`src/hdl/pcfg_pkg.sv`:
```
// Shared types, codes and helpers of the PCI configuration access sequencer.
`timescale 1ns / 1ps
package pcfg_pkg;

  // Command codes
  localparam logic [1:0] CMD_READ  = 2'd0;
  localparam logic [1:0] CMD_WRITE = 2'd1;
  localparam logic [1:0] CMD_RESP  = 2'd2;
  localparam logic [1:0] CMD_NONE  = 2'd3;

  // Access sizes
  localparam logic [1:0] SIZE_BYTE  = 2'd0;
  localparam logic [1:0] SIZE_WORD  = 2'd1;
  localparam logic [1:0] SIZE_DWORD = 2'd2;
  localparam logic [1:0] SIZE_BAD   = 2'd3;

  // Access methods
  localparam logic [1:0] METHOD_NONE  = 2'd0;
  localparam logic [1:0] METHOD_TYPE1 = 2'd1;
  localparam logic [1:0] METHOD_TYPE2 = 2'd2;

  // Completion status
  localparam logic [1:0] STATUS_OK       = 2'd0;
  localparam logic [1:0] STATUS_NOSUP    = 2'd1;
  localparam logic [1:0] STATUS_BADREG   = 2'd2;
  localparam logic [1:0] STATUS_NODEVICE = 2'd3;

  // Result kinds
  localparam logic KIND_IO   = 1'b0;
  localparam logic KIND_DONE = 1'b1;

  // Legacy I/O ports
  localparam logic [15:0] PORT_ADDR  = 16'hCF8;
  localparam logic [15:0] PORT_DATA  = 16'hCFC;
  localparam logic [15:0] PORT_FWD   = 16'hCFA;
  localparam logic [3:0]  WIN2_BASE  = 4'hC;
  localparam logic [3:0]  FUNC_EN_HI = 4'hF;

  localparam int STEP_W = 3;

  typedef enum logic [2:0] {
    JOB_DONE,     // single completion
    JOB_T1_RD,    // address write, data read
    JOB_T1_WR,    // address write, data write, completion
    JOB_T2_RD,    // enable write, bus write, window read
    JOB_T2_WR,    // enable, bus, window write, disable, completion
    JOB_RESP2     // disable, completion
  } job_op_t;

  typedef struct packed {
    logic [1:0]  cmd;
    logic [1:0]  access_size;
    logic [7:0]  bus_number;
    logic [7:0]  device_function;
    logic [7:0]  register_offset;
    logic [31:0] write_data;
  } in_item_t;

  typedef struct packed {
    logic        kind;
    logic        io_write;
    logic [1:0]  io_size;
    logic [15:0] io_port;
    logic [31:0] io_data;
    logic [1:0]  status;
    logic [31:0] read_data;
    logic        last;
  } out_item_t;

  typedef struct packed {
    job_op_t     op;
    logic [1:0]  size;
    logic [15:0] port;
    logic [31:0] addr;
    logic [7:0]  bus;
    logic [31:0] data;
    logic [1:0]  status;
  } job_t;

  function automatic logic [31:0] size_mask(input logic [1:0] size);
    logic [31:0] m;
    case (size)
      SIZE_BYTE: m = 32'h0000_00FF;
      SIZE_WORD: m = 32'h0000_FFFF;
      default:   m = 32'hFFFF_FFFF;
    endcase
    return m;
  endfunction

  function automatic logic [STEP_W-1:0] job_steps(input job_op_t op);
    logic [STEP_W-1:0] n;
    case (op)
      JOB_DONE:  n = 3'd1;
      JOB_T1_RD: n = 3'd2;
      JOB_T1_WR: n = 3'd3;
      JOB_T2_RD: n = 3'd3;
      JOB_T2_WR: n = 3'd5;
      JOB_RESP2: n = 3'd2;
      default:   n = 3'd1;
    endcase
    return n;
  endfunction

endpackage

```
`src/hdl/pci_config_access_sequencer_unit.sv`:
```
// Top level of the PCI configuration access sequencer.
`timescale 1ns / 1ps
// Usage:
//   cfg_we/cfg_wdata write the access method (none, type 1, type 2); write it
//   only while no transaction is in flight.
//   Input channel (in_valid, in_stall, in): config read, config write or I/O
//   read response. Output channel (out_valid, out_stall, out): I/O bus cycles
//   and request completions, with last set on the final result of an input.
// Path: an accepted transaction is written into the job queue, and its
//   results are registered in the output register.
// Throughput: one result per cycle out of the cycle sequencer while out_stall
//   does not hold it; a request yields 1 to 5 results, and type 2 writes yield 5.
//   The front end accepts one transaction per cycle until the job queue of
//   QUEUE_DEPTH entries fills; responses with nothing pending and unused
//   command codes are absorbed without a result.
// Reset: rst clears the access method to none, drops any pending read and
//   empties the queue and output register.
// Stall: when out_stall is high the current result holds; the sequencer
//   freezes, the queue fills, and then in_stall rises.
module pci_config_access_sequencer_unit #(
  parameter int QUEUE_DEPTH = 4
) (
  input  logic                clk,
  input  logic                rst,
  input  logic                cfg_we,
  input  logic [1:0]          cfg_wdata,
  input  logic                in_valid,
  output logic                in_stall,
  input  pcfg_pkg::in_item_t  in,
  output logic                out_valid,
  input  logic                out_stall,
  output pcfg_pkg::out_item_t out
);
  import pcfg_pkg::*;

  // Front end to queue
  logic q_full;
  logic push;
  job_t push_job;

  // Queue to back end
  logic head_valid;
  job_t head_job;
  logic pop;

  // Classify the transaction and track the outstanding read.
  pcfg_front u_front (
    .clk      (clk),
    .rst      (rst),
    .cfg_we   (cfg_we),
    .cfg_wdata(cfg_wdata),
    .in_valid (in_valid),
    .in_stall (in_stall),
    .in_item  (in),
    .q_full   (q_full),
    .push     (push),
    .push_job (push_job)
  );

  // Hold classified jobs so the two sides stall independently.
  pcfg_queue #(
    .DEPTH(QUEUE_DEPTH)
  ) u_queue (
    .clk       (clk),
    .rst       (rst),
    .push      (push),
    .push_job  (push_job),
    .full      (q_full),
    .pop       (pop),
    .head_valid(head_valid),
    .head_job  (head_job)
  );

  // Expand each job into its I/O bus accesses and completion.
  pcfg_back u_back (
    .clk       (clk),
    .rst       (rst),
    .head_valid(head_valid),
    .head_job  (head_job),
    .pop       (pop),
    .out_valid (out_valid),
    .out_stall (out_stall),
    .out_item  (out)
  );

endmodule

```
`src/hdl/pcfg_front.sv`:
```
// Front end: accepts transactions, tracks the pending read and classifies jobs.
`timescale 1ns / 1ps
module pcfg_front (
  input  logic             clk,
  input  logic             rst,
  input  logic             cfg_we,
  input  logic [1:0]       cfg_wdata,
  input  logic             in_valid,
  output logic             in_stall,
  input  pcfg_pkg::in_item_t in_item,
  input  logic             q_full,
  output logic             push,
  output pcfg_pkg::job_t   push_job
);
  import pcfg_pkg::*;

  logic       accept;
  logic [1:0] access_method;
  logic       read_pending, read_pending_next;
  logic [1:0] pending_size, pending_size_next;
  logic       pending_conf2, pending_conf2_next;
  logic       has_job;
  logic       is_read;
  logic       misaligned;
  logic [1:0] lane;
  logic [31:0] wmask;

  assign in_stall = q_full;
  assign accept   = in_valid && !in_stall;
  assign push     = accept && has_job;

  assign is_read = (in_item.cmd == CMD_READ);
  assign wmask   = in_item.write_data & size_mask(in_item.access_size);
  assign misaligned = ((in_item.access_size == SIZE_WORD) && in_item.register_offset[0]) ||
                      ((in_item.access_size == SIZE_DWORD) &&
                       (in_item.register_offset[1:0] != 2'b00));

  always_comb begin
    case (in_item.access_size)
      SIZE_BYTE: lane = in_item.register_offset[1:0];
      SIZE_WORD: lane = {in_item.register_offset[1], 1'b0};
      default:   lane = 2'b00;
    endcase
  end

  always_comb begin
    has_job            = 1'b0;
    read_pending_next  = read_pending;
    pending_size_next  = pending_size;
    pending_conf2_next = pending_conf2;
    push_job           = '0;
    push_job.op        = JOB_DONE;
    push_job.size      = in_item.access_size;
    push_job.bus       = in_item.bus_number;
    case (in_item.cmd)
      CMD_RESP: begin
        if (read_pending) begin
          has_job           = 1'b1;
          read_pending_next = 1'b0;
          push_job.op       = pending_conf2 ? JOB_RESP2 : JOB_DONE;
          push_job.status   = STATUS_OK;
          push_job.data     = in_item.write_data & size_mask(pending_size);
        end
      end
      CMD_READ, CMD_WRITE: begin
        has_job           = 1'b1;
        read_pending_next = 1'b0;
        if (in_item.access_size == SIZE_BAD) begin
          push_job.status = STATUS_BADREG;
        end else if (access_method == METHOD_TYPE1) begin
          if (misaligned) begin
            push_job.status = STATUS_BADREG;
          end else begin
            push_job.op   = is_read ? JOB_T1_RD : JOB_T1_WR;
            push_job.addr = {1'b1, 7'd0, in_item.bus_number, in_item.device_function,
                             in_item.register_offset[7:2], 2'b00};
            push_job.port = PORT_DATA + {14'd0, lane};
            push_job.data = is_read ? 32'd0 : wmask;
            if (is_read) begin
              read_pending_next  = 1'b1;
              pending_size_next  = in_item.access_size;
              pending_conf2_next = 1'b0;
            end
          end
        end else if (access_method == METHOD_TYPE2) begin
          if (is_read && in_item.device_function[7]) begin
            push_job.status = STATUS_NODEVICE;
          end else begin
            push_job.op   = is_read ? JOB_T2_RD : JOB_T2_WR;
            push_job.addr = {24'd0, FUNC_EN_HI, in_item.device_function[2:0], 1'b0};
            // base has a zero low byte, so adding the offset is a concatenation
            push_job.port = {WIN2_BASE, in_item.device_function[6:3],
                             in_item.register_offset};
            push_job.data = is_read ? 32'd0 : wmask;
            if (is_read) begin
              read_pending_next  = 1'b1;
              pending_size_next  = in_item.access_size;
              pending_conf2_next = 1'b1;
            end
          end
        end else begin
          push_job.status = STATUS_NOSUP;
        end
      end
      default: begin
        has_job = 1'b0;
      end
    endcase
  end

  always_ff @(posedge clk) begin
    if (rst) begin
      access_method <= METHOD_NONE;
      read_pending  <= 1'b0;
      pending_size  <= SIZE_BYTE;
      pending_conf2 <= 1'b0;
    end else begin
      if (cfg_we) begin
        access_method <= cfg_wdata;
      end
      if (accept) begin
        read_pending  <= read_pending_next;
        pending_size  <= pending_size_next;
        pending_conf2 <= pending_conf2_next;
      end
    end
  end

endmodule

```
`src/hdl/pcfg_queue.sv`:
```
// Job queue between the front end and the cycle sequencer.
`timescale 1ns / 1ps
module pcfg_queue #(
  parameter int DEPTH = 4
) (
  input  logic           clk,
  input  logic           rst,
  input  logic           push,
  input  pcfg_pkg::job_t push_job,
  output logic           full,
  input  logic           pop,
  output logic           head_valid,
  output pcfg_pkg::job_t head_job
);
  import pcfg_pkg::*;

  localparam int AW = $clog2(DEPTH);
  localparam int CW = $clog2(DEPTH + 1);

  job_t          slots [DEPTH];
  logic [AW-1:0] wr_ptr;
  logic [AW-1:0] rd_ptr;
  logic [CW-1:0] count;

  assign full       = (count == CW'(DEPTH));
  assign head_valid = (count != '0);
  assign head_job   = slots[rd_ptr];

  always_ff @(posedge clk) begin
    if (push) begin
      slots[wr_ptr] <= push_job;
    end
  end

  always_ff @(posedge clk) begin
    if (rst) begin
      wr_ptr <= '0;
      rd_ptr <= '0;
      count  <= '0;
    end else begin
      if (push) begin
        wr_ptr <= (wr_ptr == AW'(DEPTH - 1)) ? '0 : wr_ptr + 1'b1;
      end
      if (pop) begin
        rd_ptr <= (rd_ptr == AW'(DEPTH - 1)) ? '0 : rd_ptr + 1'b1;
      end
      case ({push, pop})
        2'b10:   count <= count + 1'b1;
        2'b01:   count <= count - 1'b1;
        default: count <= count;
      endcase
    end
  end

`ifndef SYNTHESIS
  a_no_push_full: assert property (@(posedge clk) disable iff (rst) push |-> !full)
    else $error("queue pushed while full");
  a_no_pop_empty: assert property (@(posedge clk) disable iff (rst) pop |-> head_valid)
    else $error("queue popped while empty");
  a_count_range: assert property (@(posedge clk) disable iff (rst)
    count <= CW'(DEPTH))
    else $error("queue count out of range");
`endif

endmodule

```
`src/hdl/pcfg_back.sv`:
```
// Back end: steps through a job and emits one I/O cycle or completion per cycle unless out_stall holds it.
`timescale 1ns / 1ps
module pcfg_back (
  input  logic                clk,
  input  logic                rst,
  input  logic                head_valid,
  input  pcfg_pkg::job_t      head_job,
  output logic                pop,
  output logic                out_valid,
  input  logic                out_stall,
  output pcfg_pkg::out_item_t out_item
);
  import pcfg_pkg::*;

  logic [STEP_W-1:0] step;
  logic [STEP_W-1:0] n_steps;
  logic              load;
  logic              final_step;
  out_item_t         res;

  assign n_steps    = job_steps(head_job.op);
  assign final_step = (step == n_steps - 1'b1);
  assign load       = head_valid && (!out_valid || !out_stall);
  assign pop        = load && final_step;

  always_comb begin
    res      = '0;
    res.last = final_step;
    case (head_job.op)
      JOB_T1_RD, JOB_T1_WR: begin
        case (step)
          3'd0: begin
            res.io_write = 1'b1;
            res.io_size  = SIZE_DWORD;
            res.io_port  = PORT_ADDR;
            res.io_data  = head_job.addr;
          end
          3'd1: begin
            res.io_write = (head_job.op == JOB_T1_WR);
            res.io_size  = head_job.size;
            res.io_port  = head_job.port;
            res.io_data  = head_job.data;
          end
          default: begin
            res.kind   = KIND_DONE;
            res.status = STATUS_OK;
          end
        endcase
      end
      JOB_T2_RD, JOB_T2_WR: begin
        case (step)
          3'd0: begin
            res.io_write = 1'b1;
            res.io_size  = SIZE_BYTE;
            res.io_port  = PORT_ADDR;
            res.io_data  = head_job.addr;
          end
          3'd1: begin
            res.io_write = 1'b1;
            res.io_size  = SIZE_BYTE;
            res.io_port  = PORT_FWD;
            res.io_data  = {24'd0, head_job.bus};
          end
          3'd2: begin
            res.io_write = (head_job.op == JOB_T2_WR);
            res.io_size  = head_job.size;
            res.io_port  = head_job.port;
            res.io_data  = head_job.data;
          end
          3'd3: begin
            res.io_write = 1'b1;
            res.io_size  = SIZE_BYTE;
            res.io_port  = PORT_ADDR;
          end
          default: begin
            res.kind   = KIND_DONE;
            res.status = STATUS_OK;
          end
        endcase
      end
      JOB_RESP2: begin
        if (step == '0) begin
          res.io_write = 1'b1;
          res.io_size  = SIZE_BYTE;
          res.io_port  = PORT_ADDR;
        end else begin
          res.kind      = KIND_DONE;
          res.status    = STATUS_OK;
          res.read_data = head_job.data;
        end
      end
      default: begin
        res.kind      = KIND_DONE;
        res.status    = head_job.status;
        res.read_data = head_job.data;
      end
    endcase
  end

  always_ff @(posedge clk) begin
    if (load) begin
      out_item <= res;
    end
  end

  always_ff @(posedge clk) begin
    if (rst) begin
      out_valid <= 1'b0;
      step      <= '0;
    end else begin
      if (load) begin
        out_valid <= 1'b1;
        step      <= final_step ? '0 : step + 1'b1;
      end else if (!out_stall) begin
        out_valid <= 1'b0;
      end
    end
  end

`ifndef SYNTHESIS
  a_step_in_job: assert property (@(posedge clk) disable iff (rst)
    head_valid |-> step < n_steps)
    else $error("step beyond job length");
  a_step_needs_job: assert property (@(posedge clk) disable iff (rst)
    step != '0 |-> head_valid)
    else $error("job left the queue mid-sequence");
  a_done_is_last: assert property (@(posedge clk) disable iff (rst)
    (out_valid && out_item.kind == KIND_DONE) |-> out_item.last)
    else $error("completion not marked last");
`endif

endmodule

```
`config.mk`:
```
export PLATFORM = sky130hd
export DESIGN_NAME = pci_config_access_sequencer_unit
export DESIGN_NICKNAME = d
export VERILOG_FILES = /design/src/hdl/pcfg_pkg.sv /design/src/hdl/pci_config_access_sequencer_unit.sv /design/src/hdl/pcfg_front.sv /design/src/hdl/pcfg_queue.sv /design/src/hdl/pcfg_back.sv
export SDC_FILE = /design/constraint.sdc
export NUM_CORES = 1
export LEC_CHECK = 0
export ABC_CLOCK_PERIOD_IN_PS = 10000
export BUFFER_PORTS_ARGS = -buffer_cell sky130_fd_sc_hd__buf_2
export CELL_PAD_IN_SITES_DETAIL_PLACEMENT = 1
export CELL_PAD_IN_SITES_GLOBAL_PLACEMENT = 1
export CORE_ASPECT_RATIO = 2
export CORE_MARGIN = 2
export CORE_UTILIZATION = 48
export DETAILED_ROUTE_END_ITERATION = 16
export PLACE_DENSITY_LB_ADDON = 0.25
export SKIP_LAST_GASP = 1
export SYNTH_ARGS = -nofsm -noshare
export SYNTH_HDL_FRONTEND = slang
export SYNTH_SLANG_ARGS = --single-unit
```
`constraint.sdc`:
```
create_clock -name clk -period 10 [get_ports clk]
set_input_delay 2 -clock clk [delete_from_list [all_inputs] [get_ports clk]]
set_output_delay 2 -clock clk [all_outputs]
set_load 0.05 [all_outputs]
```
# Word-level counts from Yosys, hierarchy flattened
# Memories as Yosys holds them, arrays and structs flattened. A register that Yosys moved wholly into a read port is not among the register bits.
# Cells that the tools add are included.
dict set report word_totals {
  ff_bits 104
  ram_bits 380
  input_bits 67
  out_inout_bits 89
  elab_cells 163
  n_memories 1
}
# memory depth word_bits read_ports rd_clocked_by_memory_dff wr line
set mem_list {}
lappend mem_list {u_queue.slots 4 95 1 1 1 pcfg_queue.sv:20} ;# job_t slots [DEPTH];
dict set report classes {
  add_sub_neg 7
  n_eq_ne 25
  mux 77
  bitwise_logic 3
  reduce_logical 33
}
# op count
set op_table {}
lappend op_table {{two-way mux 48 bit} 6}
lappend op_table {{two-way mux 32 bit} 8}
lappend op_table {{one-hot mux 32 bit (2 select lines)} 4}
lappend op_table {{one-hot mux 19 bit (3 select lines)} 2}
lappend op_table {{one-hot mux 51 bit (2 select lines)} 1}
lappend op_table {{one-hot mux 32 bit (3 select lines)} 1}
lappend op_table {{two-way mux 34 bit} 2}
lappend op_table {{one-hot mux 34 bit (2 select lines)} 1}
lappend op_table {{bitwise AND 32 bit} 2}
lappend op_table {{two-way mux 2 bit} 14}
lappend op_table {{two-way mux 3 bit} 9}
lappend op_table {{two-way mux 1 bit} 20}
lappend op_table {{two-way mux 19 bit} 1}
lappend op_table {{equality test 2 bit, second input constant} 7}
lappend op_table {{OR reduction 2 bit} 7}
lappend op_table {{adder 12 x 2 -> 13 bit, first input constant} 1}
lappend op_table {{equality test 3 x 2 -> 1 bit, second input constant} 4}
lappend op_table {{one-hot mux 3 bit (2 select lines)} 2}
lappend op_table {{equality test 2 x 1 -> 1 bit, second input constant} 5}
lappend op_table {{equality test 3 bit, second input constant} 3}
lappend op_table {{one-hot mux 3 bit (3 select lines)} 1}
lappend op_table {{one-hot mux 2 bit (2 select lines)} 2}
lappend op_table {{nonzero test 2 bit} 4}
lappend op_table {{OR reduction 4 bit} 2}
lappend op_table {{other kinds (19)} 36}

# Longest topological paths before layout
# Gate-level depths: netlist of run 1.
dict set report logic_depth {
  word_depth 9
  depth_mapped 12
  ltp_nobuf 10
}

# Cells and area by module
# A second synthesis of run 1 with hierarchy kept.
dict set report unflattened {
  hier_cells 1015
  hier_area_um2 19489.9
}
# mod n_inst cells_each area_each_um2
set modules_own_cells {}
lappend modules_own_cells {pcfg_queue 1 541 14192.4}
lappend modules_own_cells {pcfg_back 1 269 4000.1}
lappend modules_own_cells {pcfg_front 1 205 1297.5}

# Least setup slack after synthesis of run 1
# OpenSTA, ideal clock, no wires.
dict set report synth_timing {
  path_type {input-to-reg}
  from {input port in[58] in the netlist's numbering}
  to {memory u_queue.slots[0][0] in the netlist's numbering (enable)}
  arrival_time_ps 4711
  required_time_ps 9548
  slack_ps 4838
  stages 4
  n_path_buf 1
  cell_sequence {clkbuf_1 > nand2b_1 > a21oi_1 > and2_1}
}
dict set report synth_between {
  elab_chain_cells 6
  word_cells_on_any_way 8
}
# item line
set synth_lines {}
lappend synth_lines {{from (decl)} pci_config_access_sequencer_unit.sv:29} ;# input pcfg_pkg::in_item_t in,
lappend synth_lines {{equality test 2 x 1 -> 1 bit or logical NOT 2 bit (tied branches)} pcfg_front.sv:55} ;# case (in_item.cmd)
lappend synth_lines {{OR reduction 2 bit} pcfg_front.sv:55}
lappend synth_lines {{one-hot mux 1 bit (2 select lines) *} pcfg_front.sv:55}
lappend synth_lines {{logical AND 1 bit *} pcfg_front.sv:30} ;# assign push = accept && has_job;
lappend synth_lines {{two-way mux 1 bit *} pcfg_queue.sv:30} ;# if (push) begin
lappend synth_lines {{two-way mux 1 bit (implied by the code) *} pcfg_queue.sv:31} ;# slots[wr_ptr] <= push_job;
lappend synth_lines {{to (decl)} pcfg_queue.sv:20}
# Every way passes the cells marked *; elsewhere a longest branch is shown, timed or not.

==> results_dict.tcl, run 1 <==
set metrics [dict create \
    dieWidth_um 139 \
    power.combinational.fraction_pct 29.4 \
    timing.critical_path.slowest_cell_delay_ns 0.92 \
    criticalPathCategory "flip-flop to flip-flop" \
    routed_wire_length_per_instance_um 25.1 \
    postSynth.topFlopCell "edfxtp_1" \
    switching_share_pct 34.9 \
    clk_path_buf_depth 3 \
    floorplan.die_area_um2 38200 \
    outcome "finished clean" \
    finish.utilization_pct 55.2 \
    drive_above_1_share_pct 29.0 \
    report.final.setup_viol 0 \
    drt.antenna.violating_nets 0 \
    worstMarginPinSlew_ns 1.22 \
    critical_path.endpoint_type "flip-flop" \
    cts_inserted_buffers 39 \
    cts_hold_buf 0 \
    timing.critical_path.cells "buf_4 -> mux4_2 -> nor2_1 -> nand4_1 -> a21oi_2 -> ha_1 -> inv_1 -> fa_1 -> xor2_1 -> or3_1 -> a21oi_1" \
    synthToLayoutAreaGrowth_pct 14.0 \
    p_per_area_nw_per_um2 279 \
    power.ir.vdd_worst_mv 0.231 \
    detailed_route_via_count 8970 \
    antenna_found_initial 2 \
    timing.critical_path.from_type "flip-flop" \
    path_delay_family "flip-flops" \
    drc_errors 0 \
    worst_slew_margin_relative_to_its_limit_pct 18.8 \
    netlist.area_leader.share_pct 71.8 \
    clkSlewWorstSetupHoldPaths_ns 0.06 \
    report.final.hold_viol_count 0 \
    htreeDepth 2 \
    critPathMaxFanout 43 \
    yosys_warnings 0 \
    ys_seq_elements 439 \
    cts_sinks 439 \
    top_level_ports 156 \
    multiInputGateArea_um2 4240 \
    internal_power_uw 3640 \
    detail_route.vias_per_cell 5.68 \
    leakagePower_uw 0.00684 \
    clkPwrFrac_pct 26.8 \
    min_period_ns 4.71 \
    cp.buffers_inverters 2 \
    fin_worst_skew_ns 0.0263 \
    hpwl_mm 25.8 \
    cts_root_buf "clkbuf_16" \
    post_synthesis_instance_area_um2 17600 \
    critPathRequiredTime_ns 10.45 \
    synth_enable_flop_cells 420 \
    core_um2 36300 \
    first_iter_violations 528 \
    routed_wl_mm 39.6 \
    insertion_delay_to_the_later_sink_of_the_worst_skew_pair_ns 0.54 \
    p_switching_uw 1950 \
    finish.net_count 1177 \
    detailedRoute.firstPassIterationCount 4 \
    post_cts.resized_instances 0 \
    synth_area_leaders "edfxtp_1 (72%), mux4_2 (11%), and2_1 (2.4%)" \
    worst_hold_path_type "flip-flop to flip-flop" \
    rsz0062_at_grt "false" \
    gr-usage-all-layers_pct 21.0 \
    most_instantiated_library_cell_after_synthesis "edfxtp_1" \
    largest_net_degree_at_the_start_of_global_routing 66 \
    cts_tree "built" \
    floorplan.initialDensity_pct 48.4 \
    share_seq_of_total_power_pct 43.8 \
    yosys-top-cells-count "edfxtp_1 (420), mux4_2 (84), and2_1 (68)" \
    rows 99 \
    fmax_mhz 212 \
    fin_max_slew_vios 0 \
    synth.avg_cell_area_um2 18.7 \
    post_synth_inst_count 941 \
    grt_pass1_vias 9753 \
    critPathArrivalTime_ns 5.16 \
    synth_seq_area_share_pct 74.0 \
    synth_top_area_cell "edfxtp_1" \
    cpMaxStageDelayCell "dfxtp_4" \
    n_fill_cell 3344 \
    synth.lib_cells_used.distinct 63 \
    die_h_um 275 \
    place_congestion 0.768 \
    min_period_over_period_pct 47.1 \
    grt_first_pass_wirelength_mm 59.8 \
    post-route-worst-setup-slack_ns 5.29 \
    io_buffers 153 \
    ff2ff_setup_slack_ns 5.29 \
    tns_ns 0 \
    place_worst_setup_slack_ns 5.22 \
    synth-async-reset-ratio_pct 0 \
    ff_latch_area_um2 13000 \
    post_cts_buffers 0 \
    globalRouteOverflowTotal 0 \
    max-cap-violations 0 \
]
-- layout make-up --
type / count / share of cell area (%)
clock inverters: 19 / 1.13
diodes: 1 / 0.0125
multi-input cells: 426 / 21.2
flip-flops and latches: 439 / 64.9
repair buffers: 165 / 4.28
well taps: 454 / 2.84
clock buffers: 49 / 5.16
inverters: 25 / 0.475
-- cells by family (layout without fill, tap and decap cells) --
| kind of cell | Yosys count | after routing | synth area share [%] |
|---|---|---|---|
| flops | 439 | 439 | 74.0 |
| simple gates | 197 | 197 | 6.36 |
| compound gates | 109 | 109 | 4.58 |
| mux | 98 | 98 | 11.6 |
| buf+inv | 77 | 258 | 2.04 |
| fa+ha+maj | 15 | 15 | 1.10 |
| xor+xnor | 5 | 5 | 0.356 |
| other cells | 1 | 3 | 0.0213 |
-- cells in the final DEF (no fill, tap or decap), types with 2 or more instances in the layout --
master and instances:
a32oi_1 8, mux4_2 84, bufinv_16 5, clkbuf_8 2, o21a_1 3, and2_4 4, a311oi_1 2, a22o_1 29
a21oi_1 22, and2_1 64, and3_1 6, clkbuf_1 8, nand2_1 23, ha_1 13, conb_1 2, mux2i_1 12
xnor2_1 2, buf_2 153, xor2_1 2, nor3_1 6, clkinv_2 10, inv_1 24, edfxtp_1 420, clkinv_1 3
nor2_1 28, nand4_1 2, a22oi_1 2, nor2b_1 41, nand2b_1 10, o21ai_0 13, or2_2 2, clkbuf_16 39
a21o_1 14, dfxtp_4 2, dfxtp_1 17, buf_4 12
-- routing by layer --
metal  vias to the layer above  routed length [µm]  GRT usage, %
li1                       4004                   -             -
met5                         -                   0             0
met3                        81                1510          2.58
met1                      4637               14000          23.6
met2                       248               22400          39.6
met4                         0                1700          9.41
-- metrics by stage --
stage	std cells	area (µm²)	hold WS (ns)	power [µW]
floorplan	942	17600	0.461	3720
detailed placement	1509	18800	0.470	4160
CTS	1577	20000	0.481	5660
global route	1578	20000	0.500	5800
finish	1578	20000	0.473	5590
global placement	1509	18800	0.458	4130
-- path summary, 6_finish.rpt --
path / depth (start not counted) / endpoint / from
worst min register to register: 2 / u_back.out_valid / u_back.out_valid
worst min-delay path: 2 / u_back.out_valid / u_back.out_valid
worst max-delay path: 11 / u_queue.count[2] / flip-flop
worst max register to register: 11 / u_queue.count[2] / flip-flop
-- worst min-delay path: stages, from the launching register on --
cell and delay [ns]:
dfxtp_1 0.32, nand2_1 0.06, a21oi_1 0.05
-- registers in the layout (all words and copies together), names as in the netlist, named ones only --
name	flops
u_front.pending_size	2
u_front.access_method	2
u_queue.rd_ptr	2
u_queue.wr_ptr	2
u_back.step	3
u_front.read_pending	1
u_front.pending_conf2	1
u_back.out_valid	1
u_queue.count	3
u_back.out_item	84
u_queue.slots	336
-- power by group through the flow --
stage	logic, µW	registers (µW)	clock network, µW
final	1640	2450	1500
after global routing	1730	2480	1590
after CTS	1670	2460	1530
after detailed placement	1660	2500	0
after global placement	1640	2490	0
after floorplan	660	3060	0
Note: power is estimated with default switching activity, not from simulation.
==> run 2: changes to the inputs <==
- ABC_AREA: not set -> 1
- ABC_CLOCK_PERIOD_IN_PS: 10000 -> 4550
- clock period: 10 -> 4.55 ns (I/O delays scaled with it)
==> run 2 against run 1 <==
Register-to-register slack got worse by 4.1 ns. Total power rose to 2.7 times the previous value. Count of clock-buffer cells in the layout is 3 lower. Clock power is 120% higher. Synthesized area grew 3.9%. Sequential share of layout area decreased by 2.2 points. Non-clock buffer count is 12 higher. Cell count rose by 38%. Critical path type unchanged.
==> results_dict.tcl, run 2 <==
set metrics [dict create \
    regMostFlops "u_queue.slots" \
    report.final.hold_viol_count 0 \
    htreeDepth 2 \
    antenna_found_initial 2 \
    most_instantiated_library_cell_after_synthesis "edfxtp_1" \
    clk_path_buf_depth 3 \
    routed_wl_mm 50.5 \
    timing.critical_path.slowest_cell_delay_ns 0.68 \
    grt_pass1_vias 13700 \
    dpl_cell_area_um2 19500 \
    p_per_area_nw_per_um2 721 \
    p_switching_uw 6420 \
    yosys-top-cells-count "edfxtp_1 (420), nand2_1 (332), nor2_1 (187)" \
    cts_inserted_buffers 38 \
    power.combinational.fraction_pct 40.7 \
    internal_power_uw 8520 \
    worstMarginPinSlew_ns 1.10 \
    critical_path.endpoint_type "flip-flop" \
    dieWidth_um 142 \
    detail_route.vias_per_cell 5.78 \
    outcome "finished clean" \
    finish.utilization_pct 54.9 \
    yosys_warnings 0 \
    clkSlewWorstSetupHoldPaths_ns 0.07 \
    floorplan.die_area_um2 39700 \
    critPathArrivalTime_ns 3.71 \
    finish.net_count 1764 \
    core_um2 37800 \
    most_common_library_cell_in_the_layout_ignoring_fill_and_taps "edfxtp_1" \
    grt_first_pass_wirelength_mm 76.5 \
    detailedRoute.firstPassIterationCount 5 \
    min_period_ns 3.40 \
    cp.buffers_inverters 2 \
    rsz0062_at_grt "false" \
    min_period_over_period_pct 74.7 \
    gr-usage-all-layers_pct 25.5 \
    synth-async-reset-ratio_pct 0 \
    place_congestion 0.892 \
    post_synthesis_instance_area_um2 18300 \
    timing.hold.worst_path_depth 2 \
    post_cts_buffers 0 \
    mostFrequentLayoutCells "edfxtp_1 (420), nand2_1 (332), nor2_1 (183)" \
    leakagePower_uw 0.00801 \
    rows 101 \
    post_synth_inst_count 1547 \
    fmax_mhz 294 \
    insertion_delay_to_the_later_sink_of_the_worst_skew_pair_ns 0.56 \
    criticalPathCategory "flip-flop to flip-flop" \
    io_buffers 153 \
    worst_slew_margin_relative_to_its_limit_pct 26.6 \
    netlist.area_leader.share_pct 69.1 \
    cts_sinks 439 \
    drive_above_1_share_pct 16.4 \
    timing.critical_path.from_type "flip-flop" \
    ys_seq_elements 439 \
    drc_errors 0 \
    postSynth.topFlopCell "edfxtp_1" \
    largest_net_degree_at_the_start_of_global_routing 99 \
    largest_register_ffs 336 \
    timing.critical_path.mode_cell "nand2_1" \
    top_level_ports 156 \
    drt.antenna.violating_nets 0 \
    ff2ff_path_depth 12 \
    layout.cell_area.non_filler_um2 20700 \
    detailed_route_via_count 12600 \
    synth.lib_cells_used.distinct 43 \
    routed_wire_length_per_instance_um 23.2 \
    largest_registers "u_queue.slots: 336 flops, u_back.out_item: 84 flops" \
    die_h_um 280 \
    synthToLayoutAreaGrowth_pct 13.5 \
    clkPwrFrac_pct 21.8 \
    report.final.setup_viol 0 \
    floorplan.initialDensity_pct 48.3 \
    synth_top_area_cell "edfxtp_1" \
    synth_enable_flop_cells 420 \
    n_fill_cell 3927 \
    hpwl_mm 32.3 \
    worst_hold_path_type "flip-flop to flip-flop" \
    fin_max_slew_vios 0 \
    synth_area_leaders "edfxtp_1 (69%), nand2_1 (6.8%), o21ai_0 (4.2%)" \
    share_seq_of_total_power_pct 37.5 \
    cts_root_buf "clkbuf_16" \
    first_iter_violations 794 \
    fin_worst_skew_ns 0.0276 \
    cts_hold_buf 0 \
    cp_num_cells 12 \
    post_cts.resized_instances 0 \
    fin_total_pwr_uw 14900 \
    synth.avg_cell_area_um2 11.8 \
    cts_tree "built" \
    cpMaxStageDelayCell "dfxtp_4" \
    path_delay_family "simple AND/OR/NAND/NOR gates" \
    critPathMaxFanout 47 \
    timing.critical_path.cells "buf_4 -> nand2_1 -> nand3_1 -> nand2_1 -> nand3_1 -> o21ai_2 -> nand2_2 -> clkinv_2 -> nand2_2 -> nand2_1 -> nand2_1 -> nand2_1" \
    max-cap-violations 0 \
    synth_seq_area_share_pct 71.2 \
    power.ir.vdd_worst_mv 0.736 \
    switching_share_pct 43.0 \
    critPathRequiredTime_ns 4.86 \
    globalRouteOverflowTotal 0 \
]
-- run 2: changes by cell type in the layout (fill, tap and decap cells not counted), moves of 42 or more --
cell     change
o22ai_1     +42
nand2_1    +309
inv_1       +76
o21ai_0    +142
and2_1      -64
nor2_1     +155
mux4_2      -84
-- run 2: worst paths after layout --
path,from,endpoint,slack (ns)
worst min-delay path,u_front.access_method[1],u_front.access_method[1],0.49
worst max-delay path,flip-flop,u_back.out_item[84],1.15
worst min register to register,u_front.access_method[1],u_front.access_method[1],0.49
worst max register to register,flip-flop,u_back.out_item[84],1.15
-- run 2: power by group through the flow --
stage / clock (µW) / sequential [µW] / combinational (µW)
6_report: 3260 / 5600 / 6090
5_1_grt: 3430 / 5660 / 6580
4_1_cts: 3310 / 5610 / 6140
3_5_place_dp: 0 / 5700 / 6080
3_3_place_gp: 0 / 5670 / 5890
2_1_floorplan: 0 / 7040 / 2950
-- run 2: cell families after synthesis --
group                    synth area share, %
AO/OA/AOI/OAI                           10.7
AND/OR/NAND/NOR                         12.6
adder cells (fa/ha/maj)                 1.00
other                                 0.0205
flip-flops                              71.2
buffers and inverters                   4.46
-- run 2: per-layer routing --
metal	GRT usage [%]	wire [µm]
met5	0	13
met4	11.8	2230
met1	27.0	18100
met3	3.25	1860
met2	49.4	28200
-- run 2: final cells by class --
cell class	count	area (µm²)	share of cell area (%)
clock inverters	22	230	1.11
clock buffers	46	1000	4.83
inverters	109	414	2.00
flip-flops and latches	439	13000	62.7
well taps	463	579	2.79
repair buffers	177	1010	4.85
diodes	1	2.50	0.0121
multi-input cells	918	4500	21.7
-- run 2: per-stage QoR --
step / cells / setup TNS, ns / setup WS, ns / hold WS (ns)
floorplan: 1548 / -283.98 / -0.845 / 0.421
global placement: 2105 / 0 / 0.860 / 0.470
detailed placement: 2105 / 0 / 0.799 / 0.476
CTS: 2173 / 0 / 1.17 / 0.485
global route: 2174 / 0 / 0.863 / 0.511
finish: 2175 / 0 / 1.15 / 0.489
-- run 2: worst reg2reg max path, cell delays in order, from the launching register on --
cell      delay (ns)
dfxtp_4         0.68
buf_4           0.57
nand2_1         0.12
nand3_1         0.11
nand2_1         0.10
nand3_1         0.11
o21ai_2         0.08
nand2_2         0.09
clkinv_2        0.40
nand2_2         0.55
nand2_1         0.18
nand2_1         0.11
nand2_1         0.05
